File: config.mk
export PLATFORM = sky130hd
export DESIGN_NAME = svpwm_sector_duty_calc_flat
export DESIGN_NICKNAME = d
export VERILOG_FILES = /design/src/hdl/svpwm_pkg.sv /design/src/hdl/svpwm_ifs.sv /design/src/hdl/svpwm_sector_duty_calc.sv /design/src/flat_wrapper.sv
export SDC_FILE = /design/constraint.sdc
export NUM_CORES = 2
export LEC_CHECK = 0
export ABC_AREA = 1
export BUFFER_PORTS_ARGS = -buffer_cell sky130_fd_sc_hd__buf_2
export CAP_MARGIN = 10
export CORE_AREA = 2 2 248 348
export DETAILED_ROUTE_END_ITERATION = 16
export DIE_AREA = 0 0 250 350
export GPL_TIMING_DRIVEN = 0
export PLACE_DENSITY = 0.76
export SYNTH_ARGS = -nofsm -noshare
export SYNTH_HDL_FRONTEND = slang
export SYNTH_SLANG_ARGS = --single-unit
File: constraint.sdc
create_clock -name clock -period 6.8 [get_ports clock]
set_input_delay 0.34 -clock clock [delete_from_list [all_inputs] [get_ports clock]]
set_output_delay 0.34 -clock clock [all_outputs]
set_load 0.02 [all_outputs]
File: src/hdl/svpwm_pkg.sv
// Shared constants for the space-vector PWM duty calculator.
// Field widths, register indexes and sector codes; no dependencies.
`default_nettype none

package svpwm_pkg;

   localparam int VOLT_W   = 16;
   localparam int DUTY_W   = 16;
   localparam int SECTOR_W = 3;
   localparam int PERIOD_W = 14;
   localparam int SQRT3_W  = 15;

   localparam int CSR_INDEX_W = 2;
   localparam int CSR_DATA_W  = 16;

   localparam logic [CSR_INDEX_W-1:0] REG_PWM_PERIOD        = 2'd0;
   localparam logic [CSR_INDEX_W-1:0] REG_PERIOD_TIMES_SQRT3 = 2'd1;

   localparam logic [PERIOD_W-1:0] PWM_PERIOD_RESET = 14'd14400;
   localparam logic [SQRT3_W-1:0]  SQRT3_RESET      = 15'd24941;

   // Sector codes, 0 stands for sector one.
   localparam logic [SECTOR_W-1:0] SECTOR_ONE   = 3'd0;
   localparam logic [SECTOR_W-1:0] SECTOR_TWO   = 3'd1;
   localparam logic [SECTOR_W-1:0] SECTOR_THREE = 3'd2;
   localparam logic [SECTOR_W-1:0] SECTOR_FOUR  = 3'd3;
   localparam logic [SECTOR_W-1:0] SECTOR_FIVE  = 3'd4;
   localparam logic [SECTOR_W-1:0] SECTOR_SIX   = 3'd5;

   // Final quotient shifts: divide by 131072, and by 2 * 131072 for the base term.
   localparam int DIV_SHIFT      = 17;
   localparam int HALF_DIV_SHIFT = 18;
   localparam int OFFSET_SHIFT   = 3;

endpackage

`default_nettype wire

File: src/hdl/svpwm_ifs.sv
// Valid/ready channel interfaces for the duty calculator: command, result
// and register write. Depends on svpwm_pkg for field widths.
`default_nettype none

interface svpwm_req_if;
   logic                                valid;
   logic                                ready;
   logic signed [svpwm_pkg::VOLT_W-1:0] v_alpha;
   logic signed [svpwm_pkg::VOLT_W-1:0] v_beta;

   modport source (output valid, v_alpha, v_beta, input ready);
   modport sink   (input valid, v_alpha, v_beta, output ready);
endinterface

interface svpwm_rsp_if;
   logic                              valid;
   logic                              ready;
   logic [svpwm_pkg::DUTY_W-1:0]      duty_a;
   logic [svpwm_pkg::DUTY_W-1:0]      duty_b;
   logic [svpwm_pkg::DUTY_W-1:0]      duty_c;
   logic [svpwm_pkg::SECTOR_W-1:0]    sector;

   modport source (output valid, duty_a, duty_b, duty_c, sector, input ready);
   modport sink   (input valid, duty_a, duty_b, duty_c, sector, output ready);
endinterface

interface svpwm_csr_if;
   logic                              valid;
   logic                              ready;
   logic [svpwm_pkg::CSR_INDEX_W-1:0] index;
   logic [svpwm_pkg::CSR_DATA_W-1:0]  wdata;

   modport source (output valid, index, wdata, input ready);
   modport sink   (input valid, index, wdata, output ready);
endinterface

`default_nettype wire

File: src/hdl/svpwm_sector_duty_calc.sv
// Throughput: one command per cycle; each of the four stages holds its item
// while the stage after it is full, so a stalled result backs up stage by stage.
// The two multipliers in the first stage set the cycle time.
// Reset (synchronous, active high) empties the pipeline and loads the register
// defaults; register writes are always taken and land in the next cycle.
`default_nettype none

module svpwm_sector_duty_calc (
   input  wire            clock,
   input  wire            reset,
   svpwm_req_if.sink      req,
   svpwm_rsp_if.source    rsp,
   svpwm_csr_if.sink      csr
);

   localparam int PROD_W = 32;
   localparam int WIDE_W = 34;

   // Truncating division of a signed value by 2**sh, keeping the low duty bits.
   function automatic logic [svpwm_pkg::DUTY_W-1:0] trunc_shr(
      input logic signed [WIDE_W-1:0] v,
      input int                       sh
   );
      logic signed [WIDE_W-1:0] bias;
      logic signed [WIDE_W-1:0] r;
      bias = (WIDE_W'(1) <<< sh) - WIDE_W'(1);
      r    = (v + (v[WIDE_W-1] ? bias : '0)) >>> sh;
      return r[svpwm_pkg::DUTY_W-1:0];
   endfunction

   // Configuration registers.
   logic [svpwm_pkg::PERIOD_W-1:0] period_ff;
   logic [svpwm_pkg::SQRT3_W-1:0]  sqrt3_ff;

   assign csr.ready = 1'b1;

   always_ff @(posedge clock) begin
      if (reset) begin
         period_ff <= svpwm_pkg::PWM_PERIOD_RESET;
         sqrt3_ff  <= svpwm_pkg::SQRT3_RESET;
      end else if (csr.valid) begin
         case (csr.index)
            svpwm_pkg::REG_PWM_PERIOD: begin
               period_ff <= csr.wdata[svpwm_pkg::PERIOD_W-1:0];
            end
            svpwm_pkg::REG_PERIOD_TIMES_SQRT3: begin
               sqrt3_ff <= csr.wdata[svpwm_pkg::SQRT3_W-1:0];
            end
            default: begin
            end
         endcase
      end
   end

   // Stage handshake: a stage loads when it is empty or the next one moves on.
   logic v1_ff, v2_ff, v3_ff, v4_ff;
   logic rdy1, rdy2, rdy3, rdy4;

   assign rdy4      = !v4_ff || rsp.ready;
   assign rdy3      = !v3_ff || rdy4;
   assign rdy2      = !v2_ff || rdy3;
   assign rdy1      = !v1_ff || rdy2;
   assign req.ready = rdy1;

   always_ff @(posedge clock) begin
      if (reset) begin
         v1_ff <= 1'b0;
         v2_ff <= 1'b0;
         v3_ff <= 1'b0;
         v4_ff <= 1'b0;
      end else begin
         if (rdy1) v1_ff <= req.valid;
         if (rdy2) v2_ff <= v1_ff;
         if (rdy3) v3_ff <= v2_ff;
         if (rdy4) v4_ff <= v3_ff;
      end
   end

   // Stage 1: alpha and beta gains.
   logic signed [PROD_W-1:0] ua_in, ub_in, ua_ff, ub_ff;

   assign ua_in = PROD_W'(req.v_alpha * $signed({1'b0, sqrt3_ff}));
   assign ub_in = PROD_W'(req.v_beta * $signed({1'b0, period_ff}));

   always_ff @(posedge clock) begin
      if (rdy1) begin
         ua_ff <= ua_in;
         ub_ff <= ub_in;
      end
   end

   // Stage 2: X, Y and Z; the halving rounds toward zero.
   logic signed [PROD_W-1:0] x_in, sum_y, sum_z, y_in, z_in;
   logic signed [PROD_W-1:0] x_ff, y_ff, z_ff;

   assign x_in  = -ub_ff;
   assign sum_y = x_in + ua_ff;
   assign sum_z = x_in - ua_ff;
   assign y_in  = (sum_y + $signed(PROD_W'(sum_y[PROD_W-1]))) >>> 1;
   assign z_in  = (sum_z + $signed(PROD_W'(sum_z[PROD_W-1]))) >>> 1;

   always_ff @(posedge clock) begin
      if (rdy2) begin
         x_ff <= x_in;
         y_ff <= y_in;
         z_ff <= z_in;
      end
   end

   // Stage 3: sector choice and the quotients by 131072 and 262144.
   logic [svpwm_pkg::SECTOR_W-1:0] sector_in, sector_ff;
   logic signed [WIDE_W-1:0]       xw, yw, zw, tw, base_sum;
   logic                           x_pos;
   logic [svpwm_pkg::DUTY_W-1:0]   q_ff, dx_ff, dy_ff, dz_ff;

   assign xw    = WIDE_W'(x_ff);
   assign yw    = WIDE_W'(y_ff);
   assign zw    = WIDE_W'(z_ff);
   assign tw    = $signed({{(WIDE_W - svpwm_pkg::PERIOD_W){1'b0}}, period_ff});
   assign x_pos = !x_ff[PROD_W-1] && (x_ff != '0);

   always_comb begin
      if (y_ff[PROD_W-1]) begin
         if (z_ff[PROD_W-1]) sector_in = svpwm_pkg::SECTOR_FIVE;
         else if (!x_pos)    sector_in = svpwm_pkg::SECTOR_FOUR;
         else                sector_in = svpwm_pkg::SECTOR_THREE;
      end else begin
         if (!z_ff[PROD_W-1]) sector_in = svpwm_pkg::SECTOR_TWO;
         else if (!x_pos)     sector_in = svpwm_pkg::SECTOR_SIX;
         else                 sector_in = svpwm_pkg::SECTOR_ONE;
      end
   end

   always_comb begin
      case (sector_in)
         svpwm_pkg::SECTOR_ONE, svpwm_pkg::SECTOR_FOUR: base_sum = tw + xw - zw;
         svpwm_pkg::SECTOR_TWO, svpwm_pkg::SECTOR_FIVE: base_sum = tw + yw - zw;
         default:                                       base_sum = tw - xw + yw;
      endcase
   end

   always_ff @(posedge clock) begin
      if (rdy3) begin
         sector_ff <= sector_in;
         q_ff      <= trunc_shr(base_sum, svpwm_pkg::HALF_DIV_SHIFT);
         dx_ff     <= trunc_shr(xw, svpwm_pkg::DIV_SHIFT);
         dy_ff     <= trunc_shr(yw, svpwm_pkg::DIV_SHIFT);
         dz_ff     <= trunc_shr(zw, svpwm_pkg::DIV_SHIFT);
      end
   end

   // Stage 4: compares, all modulo 65536.
   logic [svpwm_pkg::DUTY_W-1:0] duty_a_in, duty_b_in, duty_c_in;
   logic [svpwm_pkg::DUTY_W-1:0] duty_a_ff, duty_b_ff, duty_c_ff;
   logic [svpwm_pkg::SECTOR_W-1:0] sector_out_ff;

   always_comb begin
      duty_a_in = svpwm_pkg::DUTY_W'(period_ff >> svpwm_pkg::OFFSET_SHIFT) + q_ff;
      case (sector_ff)
         svpwm_pkg::SECTOR_ONE, svpwm_pkg::SECTOR_FOUR: begin
            duty_b_in = duty_a_in + dz_ff;
            duty_c_in = duty_b_in - dx_ff;
         end
         svpwm_pkg::SECTOR_TWO, svpwm_pkg::SECTOR_FIVE: begin
            duty_b_in = duty_a_in + dz_ff;
            duty_c_in = duty_a_in - dy_ff;
         end
         default: begin
            duty_c_in = duty_a_in - dy_ff;
            duty_b_in = duty_c_in + dx_ff;
         end
      endcase
   end

   always_ff @(posedge clock) begin
      if (rdy4) begin
         duty_a_ff     <= duty_a_in;
         duty_b_ff     <= duty_b_in;
         duty_c_ff     <= duty_c_in;
         sector_out_ff <= sector_ff;
      end
   end

   assign rsp.valid  = v4_ff;
   assign rsp.duty_a = duty_a_ff;
   assign rsp.duty_b = duty_b_ff;
   assign rsp.duty_c = duty_c_ff;
   assign rsp.sector = sector_out_ff;

endmodule

`default_nettype wire

File: src/flat_wrapper.sv
// flat-port wrapper written by rule: the top's interface ports become plain ports
module svpwm_sector_duty_calc_flat 
  (clock, reset, req_valid, req_v_alpha, req_v_beta, req_ready, rsp_valid, rsp_duty_a, rsp_duty_b, rsp_duty_c, rsp_sector, rsp_ready, csr_valid, csr_index, csr_wdata, csr_ready);
  svpwm_req_if req_i ();
  svpwm_rsp_if rsp_i ();
  svpwm_csr_if csr_i ();
  input  wire clock;
  input  wire reset;
  input wire logic [$bits(req_i.valid)-1:0] req_valid;
  input wire logic [$bits(req_i.v_alpha)-1:0] req_v_alpha;
  input wire logic [$bits(req_i.v_beta)-1:0] req_v_beta;
  output wire logic [$bits(req_i.ready)-1:0] req_ready;
  output wire logic [$bits(rsp_i.valid)-1:0] rsp_valid;
  output wire logic [$bits(rsp_i.duty_a)-1:0] rsp_duty_a;
  output wire logic [$bits(rsp_i.duty_b)-1:0] rsp_duty_b;
  output wire logic [$bits(rsp_i.duty_c)-1:0] rsp_duty_c;
  output wire logic [$bits(rsp_i.sector)-1:0] rsp_sector;
  input wire logic [$bits(rsp_i.ready)-1:0] rsp_ready;
  input wire logic [$bits(csr_i.valid)-1:0] csr_valid;
  input wire logic [$bits(csr_i.index)-1:0] csr_index;
  input wire logic [$bits(csr_i.wdata)-1:0] csr_wdata;
  output wire logic [$bits(csr_i.ready)-1:0] csr_ready;
  assign req_i.valid = req_valid;
  assign req_i.v_alpha = req_v_alpha;
  assign req_i.v_beta = req_v_beta;
  assign req_ready = req_i.ready;
  assign rsp_valid = rsp_i.valid;
  assign rsp_duty_a = rsp_i.duty_a;
  assign rsp_duty_b = rsp_i.duty_b;
  assign rsp_duty_c = rsp_i.duty_c;
  assign rsp_sector = rsp_i.sector;
  assign rsp_i.ready = rsp_ready;
  assign csr_i.valid = csr_valid;
  assign csr_i.index = csr_index;
  assign csr_i.wdata = csr_wdata;
  assign csr_ready = csr_i.ready;
  svpwm_sector_duty_calc u_core (.clock(clock), .reset(reset), .req(req_i), .rsp(rsp_i), .csr(csr_i));
endmodule
Word level (Yosys, flattened, before mapping)
Index checks and enable logic that the tools add are counted.
{"block": "classes", "mux": 12, "eq_ne": 7, "n_reduce_logical": 20, "add_sub_neg": 20, "n_mul": 2}
{"operator": "one-hot mux 34 bit (2 select lines)", "count": 1}
{"operator": "adder 31 x 18 -> 32 bit", "count": 2}
{"operator": "adder 32 x 2 -> 32 bit", "count": 2}
{"operator": "two-way mux 17 bit", "count": 3}
{"operator": "adder 33 x 31 -> 34 bit", "count": 1}
{"operator": "adder 34 bit", "count": 1}
{"operator": "subtractor 33 x 31 -> 34 bit", "count": 1}
{"operator": "adder 15 x 32 -> 33 bit", "count": 1}
{"operator": "adder 32 x 18 -> 33 bit", "count": 1}
{"operator": "subtractor 15 x 32 -> 33 bit", "count": 1}
{"operator": "subtractor 32 x 31 -> 33 bit", "count": 1}
{"operator": "adder 15 x 31 -> 32 bit", "count": 1}
{"operator": "adder 16 bit", "count": 2}
{"operator": "adder 32 bit", "count": 1}
{"operator": "multiplier 16 x 16 -> 32 bit", "count": 1}
{"operator": "two-way mux 16 bit", "count": 2}
{"operator": "negator 32 bit", "count": 1}
{"operator": "nonzero test 32 bit", "count": 1}
{"operator": "subtractor 16 bit", "count": 2}
{"operator": "subtractor 32 bit", "count": 1}
{"operator": "multiplier 16 x 15 -> 31 bit", "count": 1}
{"operator": "two-way mux 18 bit", "count": 1}
{"operator": "adder 11 x 16 -> 16 bit", "count": 1}
{"operator": "two-way mux 3 bit", "count": 4}
{"operator": "13 further kinds", "count": 27}
{"block": "totals", "out_inout_bits": 54, "ff_bits": 309, "elab_cells": 81, "input_bits": 55}

Longest topological paths before layout
{"block": "logic_depth", "depth_word": 10, "mapped_depth": 41, "mapped_depth_nobuf": 40}

Worst setup path after synthesis
No wires, ideal clock.
{"block": "synth_path", "path_type": "reg2reg", "from": "register u_core.sqrt3_ff[3] (netlist bit)", "to": "register u_core.ua_ff[31], data pin", "path_buffers": 2, "stages_incl_launch_ff": 23, "setup_time_ps": 261, "t_arrival_ps": 6048, "slack_ps": 491, "required_time_ps": 6539, "period_less_slack_ps": 6309, "path_cell_list": "dfxtp_1 clkbuf_1 clkbuf_1 nand2_1 inv_1 fa_1 fa_1 inv_1 fa_1 fa_1 fa_1 inv_1 fa_1 ha_1 nand2_1 nor2_1 nand2_1 or4_1 o221ai_1 a21oi_1 nor2_1 nor2_1 xor2_1"}
{"block": "synth_between", "elab_chain_cells": 1}
{"item": "start: declaration", "line": "svpwm_sector_duty_calc.sv:33", "source": "logic [svpwm_pkg::SQRT3_W-1:0] sqrt3_ff;"}
{"item": "start signal: assignment", "line": "svpwm_sector_duty_calc.sv:40", "source": "sqrt3_ff <= svpwm_pkg::SQRT3_RESET;"}
{"item": "start signal: assignment", "line": "svpwm_sector_duty_calc.sv:47", "source": "sqrt3_ff <= csr.wdata[svpwm_pkg::SQRT3_W-1:0];"}
{"item": "multiplier 16 x 16 -> 32 bit", "line": "svpwm_sector_duty_calc.sv:82", "source": "assign ua_in = PROD_W'(req.v_alpha * $signed({1'b0, sqrt3_ff}));"}
{"item": "via u_core.ua_in[31]", "line": "svpwm_sector_duty_calc.sv:80", "source": "logic signed [PROD_W-1:0] ua_in, ub_in, ua_ff, ub_ff;"}
{"item": "end signal: assignment", "line": "svpwm_sector_duty_calc.sv:87", "source": "ua_ff <= ua_in;"}
{"item": "end: declaration", "line": "svpwm_sector_duty_calc.sv:80"}
The timed path passes the listed nets, and every way through them passes these cells.
A chain may end at the register's enable or synchronous reset.

Final worst setup path
{"block": "layout_path", "from": "register u_core.sqrt3_ff[14] (netlist bit)", "to": "register u_core.ua_ff[31], data pin"}
The elaborated chain is that of the path after synthesis.

==> results list <==
- Peak clock frequency supported by timing: between 150 and 200 MHz
- Data arrival time at the worst-slack endpoint: 6.90 ns
- Together, buffers and inverters on the worst path number 5.
- Avg Inst Size Synth: ~7.4 um^2
* Startpoint of the most critical setup path: u_core.sqrt3_ff[14]$_SDFFE_PP1P_
- Worst reg2reg path endpoint: u_core.ua_ff[31]$_DFFE_PP_
* Distinct cell type count after synthesis: 74
* Ys async rst share: 0%
* Result of the run: completed
* Worst-path fanout max: 10
* Multi-input combinational cell area: 34,900 um^2
* Detailed route wirelength on metal2: 85,200 um
- Leaving out fill and tap cells, the most frequent cells in the layout are sky130_fd_sc_hd__nand2_1 (1,593), sky130_fd_sc_hd__inv_1 (1,579), sky130_fd_sc_hd__nor2_1 (514).
* Cell family with most CP delay: adder cells
- Instance area after placement: between 50,000 and 60,000 um^2
- The floorplan step defined a die boundary enclosing 87,500 um^2.
- The initial utilization of the core area, before any placement, comes to 59.7%.
- Entering global routing, the biggest net connects 66 pins.
* Element type at the critical path start: flip-flop
- Clock tree synthesis found a total of 306 sinks.
* Capture endpoint of the worst hold path: u_core.sqrt3_ff[12]$_SDFFE_PP0P_
- Actual transition at the worst max-transition pin: 1.27 ns
- Count of synthesis-stage warnings from yosys: 0
* CP max stage delay: 0.56 ns
- Net count reported at finish: 8,031
- The number of global-route vias before repair was approximately 46,000.
- The number of cells on the worst reg-to-reg path is 22.
- For this block, the routed nets add up to 169,000 um of wire.
* Share of cells above drive strength 1: 6.69%
* Violation count after the first detailed-routing iteration: a little under 3,000
* Total of flip-flops plus latches after synthesis: slightly above 300
- In this run, CTS created clock tree buffers numbering 36.
- Number of I/O port buffers: 106
- The worst setup path is captured at a flip-flop.
- The number of antenna violations at the first check in global routing came to 4.
* DIE HEIGHT: 350 um
- Largest buffer count on any clock path: 3
- Relative area change from synthesis to final layout: 7.19%
- The path class of the tightest hold or removal check is in2reg.
- In this run the remaining antenna-violating nets after routing total 0.
- Routed wire length per instance: 21.0 um
* Portion of the post-synthesis area used by sequential elements: 17.6%
- For this run the aggregate overflow at the end of global routing stands at 0.
* Clock Root Buffer: sky130_fd_sc_hd__clkbuf_16
- Startpoint of the worst-slack reg-to-reg timing path: u_core.sqrt3_ff[14]$_SDFFE_PP1P_
- Setup violations remaining at the end of the flow were counted as 0.
- The final hold violation count was 0.
- Summed over all nets, the half-perimeter wirelength after detailed placement is 148,000 um.
* Relative max-transition margin: between 10% and 20%
- Fill cells in the final layout number 7,633.
- The first detailed-routing pass ran for 6 iterations.
- The region available for standard cell placement spans 84,200 um^2.
- Leading cell type in the layout, fill and taps excluded: sky130_fd_sc_hd__nand2_1
- The first global-routing pass estimated 256,000 um of wire.
- Measured on the finished design, the core utilization comes to 63.9%.
- Slowest stage cell on the critical path: sky130_fd_sc_hd__fa_1
* Prevailing post-synth register cell: sky130_fd_sc_hd__edfxtp_1
* Clk_skew: 0.0436 ns
- 109 I/O pins were placed.
- The H-tree was split into 2 levels.
- Post-DR vias/cell: 5.55
* WS Path Type: reg2reg
* Worst hold path stage count: 3
- Share of the synthesized area in the top cell type: 20.4%
- The worst hold path begins at csr_wdata[12].
- Summed over all instances, the cell type with the most area after synthesis is sky130_fd_sc_hd__fa_1.
* Number of pins with negative max-slew slack in the final report: 0
- Floorplan die width: between 200 and 300 um
* Clock transition time at the flip-flop clock pins of the worst setup and hold paths: 0.07 ns
- Syn_nets: roughly 7,900
- Part of the cycle the worst path needs: 96.3%
* Overall routing resource usage: 38.9%
- Synth top area cells: sky130_fd_sc_hd__fa_1 (20%), sky130_fd_sc_hd__edfxtp_1 (16%), sky130_fd_sc_hd__ha_1 (13%), sky130_fd_sc_hd__nand2_1 (12%), sky130_fd_sc_hd__inv_1 (12%)
- Detailed-route wire length on metal 1: 57,400 um
- The signal on the critical path passes through clkbuf_1 -> clkbuf_1 -> nand2_1 -> inv_1 -> ha_1 -> fa_1 -> inv_1 -> fa_1 -> fa_1 -> fa_1 -> inv_1 -> fa_1 -> ha_1 -> nand2_1 -> nor2_1 -> nand2_1 -> or4_1 -> o221ai_2 -> a21oi_1 -> nor2_1 -> nor2_1 -> xor2_1.
- Highest layer used for signal routing: met5
- The later pin in the worst-skew pair is clocked with a latency of 0.59 ns.
- Final design instance area without fill: between 50,000 and 60,000 um^2
- The routed layout has 44,800 vias.
* Row count: approximately 130
* RSZ-0062 raised after global routing: yes
- Number of flops mapped to enable cells by yosys: 273
- Synthesized cell area: 50,200 um^2
- Met3 wirelength from detailed routing: 8500 um
- Total of max-cap violations: 0
* Post-layout minimum cycle time: between 6 and 7 ns
* Worst Path Required: 7.14 ns
- Routability Congestion: 1.09
- TritonCTS clock tree: built
* Footprint of the flip-flops and latches: 8870 um^2
- Synthesis produced a netlist whose cell count is 6,806.
- DRC violations left: 0
- Cell with the most instances on the worst path: sky130_fd_sc_hd__fa_1
* Worst setup slack for register-to-register paths: 0.25 ns
[worst reg2reg max path: stages, from the launching register on]
cell,delay (ns)
sky130_fd_sc_hd__dfxtp_1,0.31
sky130_fd_sc_hd__clkbuf_1,0.46
sky130_fd_sc_hd__clkbuf_1,0.42
sky130_fd_sc_hd__nand2_1,0.10
sky130_fd_sc_hd__inv_1,0.07
sky130_fd_sc_hd__ha_1,0.24
sky130_fd_sc_hd__fa_1,0.56
sky130_fd_sc_hd__inv_1,0.06
sky130_fd_sc_hd__fa_1,0.50
sky130_fd_sc_hd__fa_1,0.52
sky130_fd_sc_hd__fa_1,0.54
sky130_fd_sc_hd__inv_1,0.05
sky130_fd_sc_hd__fa_1,0.47
sky130_fd_sc_hd__ha_1,0.39
sky130_fd_sc_hd__nand2_1,0.12
sky130_fd_sc_hd__nor2_1,0.16
sky130_fd_sc_hd__nand2_1,0.16
sky130_fd_sc_hd__or4_1,0.46
sky130_fd_sc_hd__o221ai_2,0.35
sky130_fd_sc_hd__a21oi_1,0.11
sky130_fd_sc_hd__nor2_1,0.10
sky130_fd_sc_hd__nor2_1,0.05
sky130_fd_sc_hd__xor2_1,0.13
[cells by family (layout without fill, tap and decap cells)]
| kind of cell | Yosys count | count (layout) | synth area share [%] |
|---|---|---|---|
| XOR/XNOR | 261 | 261 | 4.64 |
| AO/OA/AOI/OAI | 802 | 802 | 9.03 |
| AND/OR/NAND/NOR | 2654 | 2654 | 22.2 |
| other | 1 | 2 | 0.00747 |
| flip-flops | 306 | 306 | 17.6 |
| buffers and inverters | 1758 | 1932 | 13.3 |
| adder cells (fa/ha/maj) | 1024 | 1024 | 33.2 |
[registers in the layout, indices dropped and copies added, names as in the netlist, 15 cells and up]
register,count
u_core.rsp.duty_b,16
u_core.ub_ff,31
u_core.z_ff,31
u_core.rsp.duty_c,16
u_core.rsp.duty_a,16
u_core.dz_ff,15
u_core.ua_ff,32
u_core.q_ff,16
u_core.sqrt3_ff,15
u_core.x_ff,32
u_core.dy_ff,15
u_core.dx_ff,16
u_core.y_ff,31
[final cells by class]
class	instances	share of cell area, %
Buffer	115	1.03
Sequential cell	306	16.5
Antenna cell	1	0.00465
Clock buffer	42	1.79
Timing Repair Buffer	128	1.47
Clock inverter	24	0.488
Tap cell	1088	2.53
Multi-Input combinational cell	4742	64.9
Inverter	1623	11.3
[per-stage QoR]
step                      std cells  hold slack, ns  worst slack (ns)  setup TNS [ns]
after global placement         8000           0.440            -0.933         -108.60
after global routing           8069          0.0274           -0.0632          -0.184
final                          8069          0.0165             0.249               0
after CTS                      8075        0.000289            0.0142               0
after detailed placement       8004           0.449            -0.720           -9.51
after floorplan                6806           0.409             0.491               0
[cell usage after synthesis (13+ instances only)]
master                     instances
sky130_fd_sc_hd__inv_2            34
sky130_fd_sc_hd__nor2_2           31
sky130_fd_sc_hd__nand4_1          79
sky130_fd_sc_hd__clkbuf_1        112
sky130_fd_sc_hd__o21ai_0         197
sky130_fd_sc_hd__nand3_1         257
sky130_fd_sc_hd__o21a_1           17
sky130_fd_sc_hd__nor2_1          520
sky130_fd_sc_hd__nand2_2          26
sky130_fd_sc_hd__a31oi_1          17
sky130_fd_sc_hd__nand2_1        1598
sky130_fd_sc_hd__dfxtp_1          33
sky130_fd_sc_hd__ha_1            511
sky130_fd_sc_hd__a21oi_1         402
sky130_fd_sc_hd__nor3_1           56
sky130_fd_sc_hd__inv_1          1585
sky130_fd_sc_hd__edfxtp_1        273
sky130_fd_sc_hd__o21ai_1          25
sky130_fd_sc_hd__fa_1            513
sky130_fd_sc_hd__xor2_1          196
sky130_fd_sc_hd__o21bai_1         35
sky130_fd_sc_hd__o211ai_1         14
sky130_fd_sc_hd__xnor2_1          59
sky130_fd_sc_hd__a21boi_0         13
sky130_fd_sc_hd__buf_2            14
sky130_fd_sc_hd__a21o_1           18
sky130_fd_sc_hd__or2_2            14
[what timing repair did]
action                                 in CTS  in global routing
pin swaps                                   2                  9
buffers inserted                            4                 12
setup endpoints to repair                  34                 44
resized for setup                          38                 84
hold buffers                                2                  0
endpoints found under the hold margin       4                  0
[worst max-delay path by stage]
stage	end	slack, ns	cells after the start
floorplan	u_core.ua_ff[31]$_DFFE_PP_	0.49	22
global placement	u_core.y_ff[17]$_DFFE_PP_	-0.93	7
detailed placement	u_core.z_ff[21]$_DFFE_PP_	-0.72	39
CTS	u_core.z_ff[21]$_DFFE_PP_	0.01	39
global route	u_core.z_ff[21]$_DFFE_PP_	-0.06	41
finish	u_core.ua_ff[31]$_DFFE_PP_	0.25	22
[metal layers]
layer	GRT usage, %	up-vias
met5	0	-
met1	38.8	21200
met2	71.2	1590
li1	-	21300
met4	34.3	4
met3	4.88	639
Power is left out: the tool's default activity adds up to more than one toggle a clock period on the data nets, which glitch-free logic cannot reach.
